[src/sv/sta_pkg.sv]
// Shared constants, types and helpers for the strided tensor address generator.
package sta_pkg;

    localparam int DIM_SLOTS    = 4;
    localparam int MAX_DIMS_DEF = 4;
    localparam int REG_W        = 32;
    localparam int OFF_W        = 48;
    localparam int CFG_IDX_W    = 4;
    localparam int FIFO_DEPTH   = 4;

    localparam logic [OFF_W-1:0] OFFSET_MAX = {OFF_W{1'b1}};

    // Register indexes on the configuration port
    localparam logic [CFG_IDX_W-1:0] CFG_SIZE_DIM0   = 4'd0;
    localparam logic [CFG_IDX_W-1:0] CFG_SIZE_DIM1   = 4'd1;
    localparam logic [CFG_IDX_W-1:0] CFG_SIZE_DIM2   = 4'd2;
    localparam logic [CFG_IDX_W-1:0] CFG_SIZE_DIM3   = 4'd3;
    localparam logic [CFG_IDX_W-1:0] CFG_STRIDE_DIM0 = 4'd4;
    localparam logic [CFG_IDX_W-1:0] CFG_STRIDE_DIM1 = 4'd5;
    localparam logic [CFG_IDX_W-1:0] CFG_STRIDE_DIM2 = 4'd6;
    localparam logic [CFG_IDX_W-1:0] CFG_STRIDE_DIM3 = 4'd7;

    // Queue status between front and back
    typedef struct packed {
        logic full;
        logic empty;
    } fifo_stat_t;

    // A zero extent behaves as extent one
    function automatic logic [REG_W-1:0] fix_size(input logic [REG_W-1:0] sz);
        fix_size = (sz == '0) ? {{(REG_W-1){1'b0}}, 1'b1} : sz;
    endfunction

endpackage

[src/sv/sta_fifo.sv]
// Short queue decoupling the divider pipeline from the offset back end.
module sta_fifo #(
    parameter int WIDTH = sta_pkg::REG_W
) (
    input  logic              clk,
    input  logic              rst_n,
    input  logic              push,
    input  logic [WIDTH-1:0]  push_data,
    input  logic              pop,
    output logic [WIDTH-1:0]  pop_data,
    output sta_pkg::fifo_stat_t stat
);
    import sta_pkg::*;

    localparam int PW = $clog2(FIFO_DEPTH);

    logic [WIDTH-1:0] mem [FIFO_DEPTH];
    logic [PW-1:0]    wr_ptr_reg;
    logic [PW-1:0]    rd_ptr_reg;
    logic [PW:0]      count_reg;
    logic [PW:0]      count_next;

    assign stat.full  = (count_reg == (PW+1)'(FIFO_DEPTH));
    assign stat.empty = (count_reg == '0);
    assign pop_data   = mem[rd_ptr_reg];

    always_comb
    begin
        count_next = count_reg;
        if (push && !pop)
        begin
            count_next = count_reg + 1'b1;
        end
        else if (pop && !push)
        begin
            count_next = count_reg - 1'b1;
        end
    end

    // Advance pointers and count
    always_ff @(posedge clk or negedge rst_n)
    begin
        if (!rst_n)
        begin
            wr_ptr_reg <= '0;
            rd_ptr_reg <= '0;
            count_reg  <= '0;
        end
        else
        begin
            if (push)
            begin
                wr_ptr_reg <= wr_ptr_reg + 1'b1;
            end
            if (pop)
            begin
                rd_ptr_reg <= rd_ptr_reg + 1'b1;
            end
            count_reg <= count_next;
        end
    end

    // Store entries
    always_ff @(posedge clk)
    begin
        if (push)
        begin
            mem[wr_ptr_reg] <= push_data;
        end
    end

endmodule

[config.mk]
export PLATFORM = sky130hd
export DESIGN_NAME = sta_fifo
export DESIGN_NICKNAME = d
export VERILOG_FILES = /design/src/sv/sta_pkg.sv /design/src/sv/sta_fifo.sv
export SDC_FILE = /design/constraint.sdc
export NUM_CORES = 1
export LEC_CHECK = 0
export BUFFER_PORTS_ARGS = -buffer_cell sky130_fd_sc_hd__buf_2
export CORE_AREA = 2 2 110 112
export CTS_BUF_LIST = sky130_fd_sc_hd__clkbuf_4 sky130_fd_sc_hd__clkbuf_8
export CTS_CLUSTER_DIAMETER = 100
export DETAILED_ROUTE_END_ITERATION = 10
export DIE_AREA = 0 0 112 114
export HOLD_SLACK_MARGIN = 0.06
export PLACE_DENSITY = 0.69
export SYNTH_ARGS = -nofsm -noshare
export SYNTH_HDL_FRONTEND = slang
export SYNTH_SLANG_ARGS = --single-unit
[constraint.sdc]
create_clock -name clk -period 3.9 [get_ports clk]
set_clock_uncertainty 0.1 [all_clocks]
set_input_delay 0 -clock clk [delete_from_list [all_inputs] [get_ports clk]]
set_output_delay 0 -clock clk [all_outputs]
set_load 0.01 [all_outputs]
Word-level counts from Yosys, hierarchy flattened
Memories as Yosys holds them, arrays and structs flattened.
Index checks and enable logic that the tools add are counted.
- logic and storage cells: 19
- output and inout port bits: 34
- memories: 1
- register bits after elaboration: 7
- memory bits (writable): 128
- multiplexer cells: 4
- reduce and logical (&&, ||, !) cells: 6
- $add $sub $neg: 4
- equality and inequality tests: 1
- memories (memory ; words ; bits a word ; read ports ; clocked after Yosys merged registers in ; write ports ; line ; RTL):
    mem ; 4 ; 32 ; 1 ; 0 ; 1 ; sta_fifo.sv:17 ; logic [WIDTH-1:0] mem [FIFO_DEPTH];
- operator list (operator ; count):
    3-bit two-way mux ; 2
    2-bit by 1-bit adder with 2-bit output (second input constant) ; 2
    3-bit by 1-bit adder with 3-bit output (second input constant) ; 1
    3-bit == test (second input constant) ; 1
    3-bit logical NOT ; 1
    3-bit by 1-bit subtractor with 3-bit output (second input constant) ; 1
    1-bit logical AND ; 2
    1-bit logical NOT ; 2
    1-bit two-way mux ; 2
    2-bit nonzero test ; 1

Depth between registers and ports, before layout
Gate-level depths: netlist of the first run.
- word-level depth: 4
- depth in mapped cells: 7

Worst setup path after synthesis of the first run
No wires, ideal clock.
- path kind: reg2reg
- from: register wr_ptr_reg[0]
- to: memory mem[2][0] (netlist bit) (enable)
- setup time: 392 ps
- period minus slack after synthesis: 1902 ps
- buffers on the path: 0
- setup slack: 1998 ps
- stages on the path, launching flop included: 4
- arrival time: 1410 ps
- data required time: 3408 ps
- cell sequence: dfrtp_1 > inv_1 > ha_1 > and2_1
- RTL lines (item ; line ; RTL):
    from (decl) ; sta_fifo.sv:18 ; logic [PW-1:0] wr_ptr_reg;
    from (signal assigned) ; sta_fifo.sv:53 ; wr_ptr_reg <= wr_ptr_reg + 1'b1;
    to (decl) ; sta_fifo.sv:17 ;
No word-level cell before the write port.

Worst setup path after layout of the first run
- from: register rd_ptr_reg[0]
- to: output pop_data[0]
- cells in the longest elaborated chain, start to end: 1
- RTL lines (item ; line ; RTL):
    from (decl) ; sta_fifo.sv:19 ; logic [PW-1:0] rd_ptr_reg;
    from (signal assigned) ; sta_fifo.sv:57 ; rd_ptr_reg <= rd_ptr_reg + 1'b1;
    memory 4 x 32 bit ; -- ;
    to (decl) ; sta_fifo.sv:10 ; output logic [WIDTH-1:0] pop_data,
Every way passes these cells.

==> results of run 1 <==
## how the worst max path moves through the flow
stage,from,end,depth (start not counted)
3_5_place_dp,rd_ptr_reg[0],pop_data[0],3
2_1_floorplan,wr_ptr_reg[0],mem[2][0],3
4_1_cts,rd_ptr_reg[0],pop_data[0],3
6_report,rd_ptr_reg[0],pop_data[0],3
5_1_grt,rd_ptr_reg[0],pop_data[0],3
3_3_place_gp,rd_ptr_reg[0],pop_data[23],3
## stage by stage
step | cell area, µm² | hold slack (ns)
5_1_grt | 6310 | 0.188
3_5_place_dp | 5510 | -0.247
6_report | 6310 | 0.211
4_1_cts | 6310 | 0.181
3_3_place_gp | 5510 | -0.252
2_1_floorplan | 5060 | -0.396
## layout by cell type, fill, tap and decap left out
cell,synthesis,routed
nand2_1,2,2
nor3_1,1,1
clkinvlp_4,0,1
mux2_2,1,1
ha_1,5,5
inv_1,4,4
clkinv_1,0,2
buf_4,0,1
nor3b_1,1,1
dfrtp_1,7,5
dlygate4sd3_1,0,36
bufinv_16,0,5
buf_2,3,69
clkinv_2,0,3
clkbuf_4,0,3
xor2_1,4,4
clkbuf_8,0,17
and2_2,0,4
xnor2_1,2,2
fa_1,1,1
mux4_2,28,28
mux4_1,4,4
o21ai_0,1,1
dfrtp_2,0,2
nor2_1,1,1
edfxtp_1,128,128
## kinds of logic (layout without fill, tap and decap cells)
logic type	Yosys count	count (layout)	synth area share
muxes	33	33	0.148
buffers and inverters	12	141	0.0208
DFF	135	135	0.794
xor gates and xnor gates	6	6	0.0104
adders and majority gates	6	6	0.0163
and+or+nand+nor	9	9	0.00964
AOI/OAI and AO/OA	1	1	0.000988
## worst register-to-register path, stage by stage, from the launching register on
cell	delay [ns]
dfrtp_1	0.43
inv_1	0.10
ha_1	0.15
and2_2	0.73
## power by group
part / switching, mW / internal (mW)
Combinational: 0.535 / 0.586
Clock: 0.492 / 0.770
Sequential: 0.213 / 1.91
Total: 1.24 / 3.26
## cell type report
cell class,instances,area (µm²),share of cell area
sequential,135,4020,0.637
tap,147,184,0.0291
clock inverter,11,180,0.0285
clock buffer,20,256,0.0406
multi-input combinational,55,941,0.149
inverter,4,15.0,0.00238
timing repair buffer,106,713,0.113
## metal layers
metal / wire length, µm / vias to the layer above / part of all wire
met5: 0 / - / 0
met4: 148 / 0 / 0.017
met3: 426 / 16 / 0.050
met2: 4370 / 59 / 0.51
met1: 3600 / 1250 / 0.42
li1: - / 1079 / -
==> results.yml, run 1 <==
run_status:
  outcome: "finished, final reports clean"
die:
  die_h_um: 114
  pin_count: 70
  die-area_um2: 12800
  die_w_um: 112
  start_util: 0.432
  core_um2: 11700
  num_rows: 40
timing:
  finalWorstSetupSlack_ns: 1.42
  slew_viol_final: 0
  rsz0062_at_grt: "no"
  fin_crit_ns: 2.48
  max_slew_margin: 0.400
  hold_viol_final: 0
  worst_pin_slew_ns: 0.900
  finalCritPeriodShare: 0.637
  fmax_mhz: 403
  setup_viol: 0
  tns_ns: 0
logic_synthesis:
  synth_top_area_frac: 0.760
  syn_inst: 202
  synthesis.area_um2: 5060
  synth_area_per_cell_um2: 25.0
  synth_top_cell_by_area: "edfxtp_1"
  yosysSeqAreaShare: 0.794
  syn-num-nets: 244
  synth_cell_types: 20
  synth_seq_cells: 135
  synthTopCellsByCount: "edfxtp_1 (128), mux4_2 (28), dfrtp_1 (7), ha_1 (5)"
  synthTopCellsByArea: "edfxtp_1 (76%), mux4_2 (12%), dfrtp_1 (3.5%)"
  synth_edf_count: 128
  ys_dominant_reg_cell: "edfxtp_1"
  async_flop_share: 0.0519
  ys_warn_count: 0
  yosys.cell_count.top_type: "edfxtp_1"
clock_tree:
  cts_buffers: 17
  cts_tree: "built"
  h-tree-depth: 4
  cts_setup_buffers: 0
  clk_latency_ns: 0.43
  numClockSinks: 135
  clock_path_buffers: 2
  root_buffer: "clkbuf_8"
  cts_resized: 0
  path_clk_slew_ns: 0.07
  ctsHoldBuffers: 36
setup_path:
  cp-end-kind: "primary output"
  rr_endpoint: "mem[0][23]"
  critical_path_class: "reg2out"
  cpMaxStageDelayCell: "dfrtp_2"
  critPathArrivalTime_ns: 2.38
  critPathBufInv: 2
  slowest_delay_ns: 0.81
  r2r_setup_slack_ns: 1.98
  crit_path_max_fanout: 21
  r2r-start: "wr_ptr_reg[0]"
  startpoint_type: "register"
  cp_top_family: "flip-flops"
  reg2reg_depth: 3
  critPathRequiredTime_ns: 3.80
  path_cells: "buf_4 > mux4_2 > buf_2"
power:
  power_mw: 4.50
  p_leak_nw: 2.24
  vdd_ir_drop_max_mv: 0.543
  cellPowerDensity_nw_per_um2: 714
global_routing:
  grt_use_met1: 0.167
  met3_usage: 0.0569
  grt_max_degree: 34
  grtUsageMet2: 0.234
  grt_overflow: 0
  antenna_found_initial: 0
  busiest_layer: "met2"
  grt_pass1_vias: 2534
  grt_pass1_wl_um: 13000
  grtUsageTotal: 0.142
cells_and_area:
  layout-drive-gt1-share: 0.405
  syn_to_final_growth_pct: 24.7
  finalNonFillerCells: 478
  finish.utilization: 0.539
  largest_reg_flops: 128
  n_antenna_cell: 0
  fillCellCount: 927
  fin_nets: 361
placement:
  placed_cells: 411
  port_buffers: 69
  dpl_worst_slack_ns: 1.80
  gp_congestion: 0.656
  dp_hpwl_um: 4920
route:
  num_vias: 2404
  routed_wl_um: 8540
  first_pass_iters: 4
  drt_iter0_drc: 126
  ant_nets: 0
  vias_per_cell: 5.03
  wl_per_cell_um: 17.9
  drcViolationCount: 0
hold_path:
  min_path_type: "in2reg"
  holdPathStages: 2
  min_from: "push_data[28]"
  hold_path_end: "mem[0][28]"
job:
  drv_cap: 0
No activity file was read; power rests on OpenSTA's default activity.
==> run 2: changes to the inputs <==
==> constraint.sdc (replaced) <==
create_clock -name clk -period 2.5 [get_ports clk]
set_clock_uncertainty 0.1 [all_clocks]
set_input_delay 0 -clock clk [delete_from_list [all_inputs] [get_ports clk]]
set_output_delay 0 -clock clk [all_outputs]
set_load 0.01 [all_outputs]
==> run 2 against run 1 <==
Via count shrank 1.8%. Utilization grew 0.84 points. Flip-flop and latch count is the same. Clock power grew 56%. Non-clock buffer count grew 5. First-iteration DRC count grew 5.6%. Routed wire length shrank 0.46%. Setup slack lost 0.98 ns. Register-to-register slack lost 1.2 ns. Sequential power grew 51%. Worst hold slack gained 0.011 ns. Total power grew 58%. Critical path type unchanged. Critical endpoint is now pop_data[23]. Highest routed layer unchanged.
==> results.yml, run 2 (synthesis results as in run 1) <==
run_status:
  outcome: "finished, final reports clean"
global_routing:
  grtUsageTotal: 0.144
  antenna_found_initial: 0
  grt_pass1_vias: 2546
  grt_pass1_wl_um: 13600
  grt_overflow: 0
  grt_max_degree: 34
clock_tree:
  path_clk_slew_ns: 0.07
  cts_buffers: 17
  clock_path_buffers: 2
  numClockSinks: 135
  ctsHoldBuffers: 36
  cts_setup_buffers: 0
  clk_latency_ns: 0.42
  root_buffer: "clkbuf_8"
  cts_tree: "built"
  cts_resized: 0
  h-tree-depth: 4
placement:
  gp_congestion: 0.672
  dpl_worst_slack_ns: 0.759
  port_buffers: 69
  placed_cells: 416
  dp_hpwl_um: 5230
  placed_cell_area_um2: 5600
setup_path:
  path_cells: "mux4_2 > buf_2"
  critPathBufInv: 1
  cp-end-kind: "primary output"
  critPathArrivalTime_ns: 1.96
  cp_top_family: "flip-flops"
  slowest_delay_ns: 0.93
  cpMaxStageDelayCell: "dfrtp_2"
  crit_path_max_fanout: 33
  startpoint_type: "register"
  critical_path_class: "reg2out"
  critPathRequiredTime_ns: 2.40
  r2r_setup_slack_ns: 0.80
cells_and_area:
  syn_to_final_growth_pct: 26.7
  layout-drive-gt1-share: 0.418
  finalNonFillerCells: 484
  fin_nets: 366
  n_antenna_cell: 0
  fin_area_um2: 6410
  mostFrequentLayoutCells: "edfxtp_1 (128), buf_2 (69), dlygate4sd3_1 (36), mux4_2 (28), clkbuf_8 (17)"
  fillCellCount: 921
  largest_reg_flops: 128
  final_common_cell: "edfxtp_1"
route:
  first_pass_iters: 4
  drcViolationCount: 0
  num_vias: 2360
  drt_iter0_drc: 133
  routed_wl_um: 8500
  wl_per_cell_um: 17.6
  vias_per_cell: 4.88
  ant_nets: 0
timing:
  tns_ns: 0
  slew_viol_final: 0
  finalCritPeriodShare: 0.824
  rsz0062_at_grt: "no"
  hold_viol_final: 0
  worst_pin_slew_ns: 0.854
  fin_crit_ns: 2.06
  fmax_mhz: 485
  finalWorstSetupSlack_ns: 0.440
  setup_viol: 0
  max_slew_margin: 0.430
power:
  p_leak_nw: 2.28
  cellPowerDensity_nw_per_um2: 1110
  vdd_ir_drop_max_mv: 0.522
die:
  start_util: 0.432
  die_w_um: 112
  die-area_um2: 12800
  num_rows: 40
  die_h_um: 114
  core_um2: 11700
  pin_count: 70
job:
  drv_cap: 0
hold_path:
  min_path_type: "in2reg"
-- run 2: cell count changes in the layout (fill, tap and decap cells not counted), sizes merged --
cell	before	now
buf	70	75
clkbuf	20	18
clkinv	5	7
clkinvlp	1	2
-- run 2: final timing paths --
kind                               start             to  cells past startpoint
max                        rd_ptr_reg[1]   pop_data[23]                      2
min                        push_data[21]     mem[3][21]                      2
max reg2reg                wr_ptr_reg[0]     mem[2][28]                      4
min reg2reg                 count_reg[2]   count_reg[2]                      1
max in group asynchronous          rst_n  rd_ptr_reg[0]                      3
min in group asynchronous          rst_n  wr_ptr_reg[0]                      3
-- run 2: stage by stage --
step	utilization	power [mW]	hold WS (ns)
floorplan	-	4.53	-0.396
global placement	0.478	5.17	-0.255
CTS	0.547	7.23	0.192
finish	0.547	7.10	0.222
detailed placement	0.478	5.21	-0.254
global route	0.547	7.47	0.219
-- run 2: cell type report --
cell class,instances,area [µm²],share of cell area
sequential,135,4020,0.627
inverter,4,15.0,0.00234
tap,147,184,0.0287
timing repair buffer,111,801,0.125
clock inverter,14,206,0.0322
multi-input combinational,55,941,0.147
clock buffer,18,241,0.0377
-- run 2: where the power goes --
group | switching [mW] | internal [mW] | leakage [nW]
Combinational | 0.936 | 0.984 | 0.802
Clock | 0.782 | 1.19 | 0.223
Sequential | 0.239 | 2.97 | 1.26
Total | 1.96 | 5.14 | 2.28
-- run 2: layer usage --
| metal | GRT usage | routed length [µm] | part of all wire |
|---|---|---|---|
| met2 | 0.233 | 4220 | 0.50 |
| met4 | 0.0463 | 78 | 0.0092 |
| met1 | 0.185 | 3720 | 0.44 |
| met3 | 0.0531 | 480 | 0.056 |
| met5 | 0 | 0 | 0 |
==> run 3: changes to the inputs <==
==> constraint.sdc (replaced) <==
create_clock -name clk -period 2.1 [get_ports clk]
set_clock_uncertainty 0.1 [all_clocks]
set_input_delay 0 -clock clk [delete_from_list [all_inputs] [get_ports clk]]
set_output_delay 0 -clock clk [all_outputs]
set_load 0.01 [all_outputs]
==> run 3 against run 2 <==
Final cell count is 0.21% higher. Register-to-register slack worse by 0.20 ns. Routed wire length is 0.16% higher. Setup slack worse by 0.32 ns. First-iteration DRC count is 41% lower. Design area hardly changed.
==> results.yml, run 3 (synthesis results as in run 1) <==
placement:
  dp_hpwl_um: 5000
  gp_congestion: 0.665
  port_buffers: 69
timing:
  fin_crit_ns: 1.98
  fmax_mhz: 505
  finalCritPeriodShare: 0.942
  worst_pin_slew_ns: 0.492
  hold_viol_final: 0
  setup_viol: 0
  max_slew_margin: 0.672
  rsz0062_at_grt: "no"
  slew_viol_final: 0
  tns_ns: 0
die:
  num_rows: 40
  core_um2: 11700
  pin_count: 70
  die_h_um: 114
  start_util: 0.432
  die-area_um2: 12800
  die_w_um: 112
cells_and_area:
  syn_to_final_growth_pct: 26.7
  fillCellCount: 944
  fin_nets: 367
  final_common_cell: "edfxtp_1"
  layout-drive-gt1-share: 0.417
  n_antenna_cell: 0
  finish.utilization: 0.547
  largest_reg_flops: 128
  mostFrequentLayoutCells: "edfxtp_1 (128), buf_2 (69), dlygate4sd3_1 (36), mux4_2 (28), clkbuf_8 (17)"
global_routing:
  grt_overflow: 0
  antenna_found_initial: 0
  grt_max_degree: 33
  grt_pass1_vias: 2580
  grt_pass1_wl_um: 13400
  grtUsageTotal: 0.145
setup_path:
  crit_path_max_fanout: 9
  cp-end-kind: "primary output"
  critPathRequiredTime_ns: 2.00
  critical_path_class: "reg2out"
  path_cells: "buf_4 > mux4_2 > buf_2"
  r2r_setup_slack_ns: 0.60
  startpoint_type: "register"
  critPathArrivalTime_ns: 1.88
  cpMaxStageDelayCell: "mux4_2"
  slowest_delay_ns: 0.53
clock_tree:
  h-tree-depth: 4
  ctsHoldBuffers: 36
  clock_path_buffers: 2
  clk_latency_ns: 0.43
  cts_buffers: 17
  numClockSinks: 135
  cts_setup_buffers: 0
  path_clk_slew_ns: 0.07
  cts_tree: "built"
  cts_resized: 0
  root_buffer: "clkbuf_8"
hold_path:
  min_path_type: "in2reg"
power:
  power_mw: 8.37
  p_leak_nw: 2.29
  vdd_ir_drop_max_mv: 0.705
  cellPowerDensity_nw_per_um2: 1310
route:
  wl_per_cell_um: 17.6
  num_vias: 2381
  ant_nets: 0
  drcViolationCount: 0
  routed_wl_um: 8520
  first_pass_iters: 4
  vias_per_cell: 4.91
  drt_iter0_drc: 78
job:
  drv_cap: 0
run_status:
  outcome: "finished, final reports clean"
## run 3: changes by cell type in the layout (fill, tap and decap cells not counted)
cell and delta:
bufinv_16 -1, clkbuf_4 +2, buf_4 -1, clkinv_1 +1, clkinvlp_4 -2, buf_12 +2
clkinv_4 -2, clkinv_2 +2
## run 3: cell type report
cell class                      instances  area [µm²]  area share
Timing Repair Buffer                  112         833       0.130
Clock buffer                           20         256      0.0400
Sequential cell                       135        4020       0.627
Tap cell                              147         184      0.0287
Multi-Input combinational cell         55         941       0.147
Inverter                                4        15.0     0.00234
Clock inverter                         12         158      0.0246
## run 3: per-stage QoR
| stage | area, µm² | std cells | setup WS, ns | hold slack, ns |
|---|---|---|---|---|
| floorplan | 5060 | 202 | 0.198 | -0.396 |
| global placement | 5630 | 417 | 0.547 | -0.249 |
| detailed placement | 5630 | 417 | 0.550 | -0.247 |
| CTS | 6410 | 485 | 0.0609 | 0.184 |
| global route | 6410 | 485 | 0.00320 | 0.187 |
| finish | 6410 | 485 | 0.121 | 0.209 |
## run 3: worst paths after layout
| check | startpoint | endpoint | depth (start not counted) |
|---|---|---|---|
| max | rd_ptr_reg[0] | pop_data[14] | 3 |
| min | push_data[1] | mem[2][1] | 2 |
| max reg2reg | count_reg[0] | count_reg[2] | 4 |
| min reg2reg | count_reg[2] | count_reg[2] | 1 |
| max in group asynchronous | rst_n | rd_ptr_reg[1] | 3 |
| min in group asynchronous | rst_n | wr_ptr_reg[1] | 3 |
## run 3: per-layer routing
layer  global-route usage  share of wire  routed length (µm)
met1                0.167           0.42                3550
met2                0.236           0.51                4340
met3               0.0712          0.061                 521
met4               0.0561          0.013                 112
met5                    0              0                   0
## run 3: critical path, delay by kind of cell (launching register included)
family   cells  cell delay [ns]
buf+inv      2             0.43
mux          1             0.53
flops        1             0.49
## run 3: power by group
part	internal, mW	switching (mW)	total (mW)
Combinational	1.23	1.15	2.38
Sequential	3.53	0.252	3.79
Clock	1.31	0.891	2.20
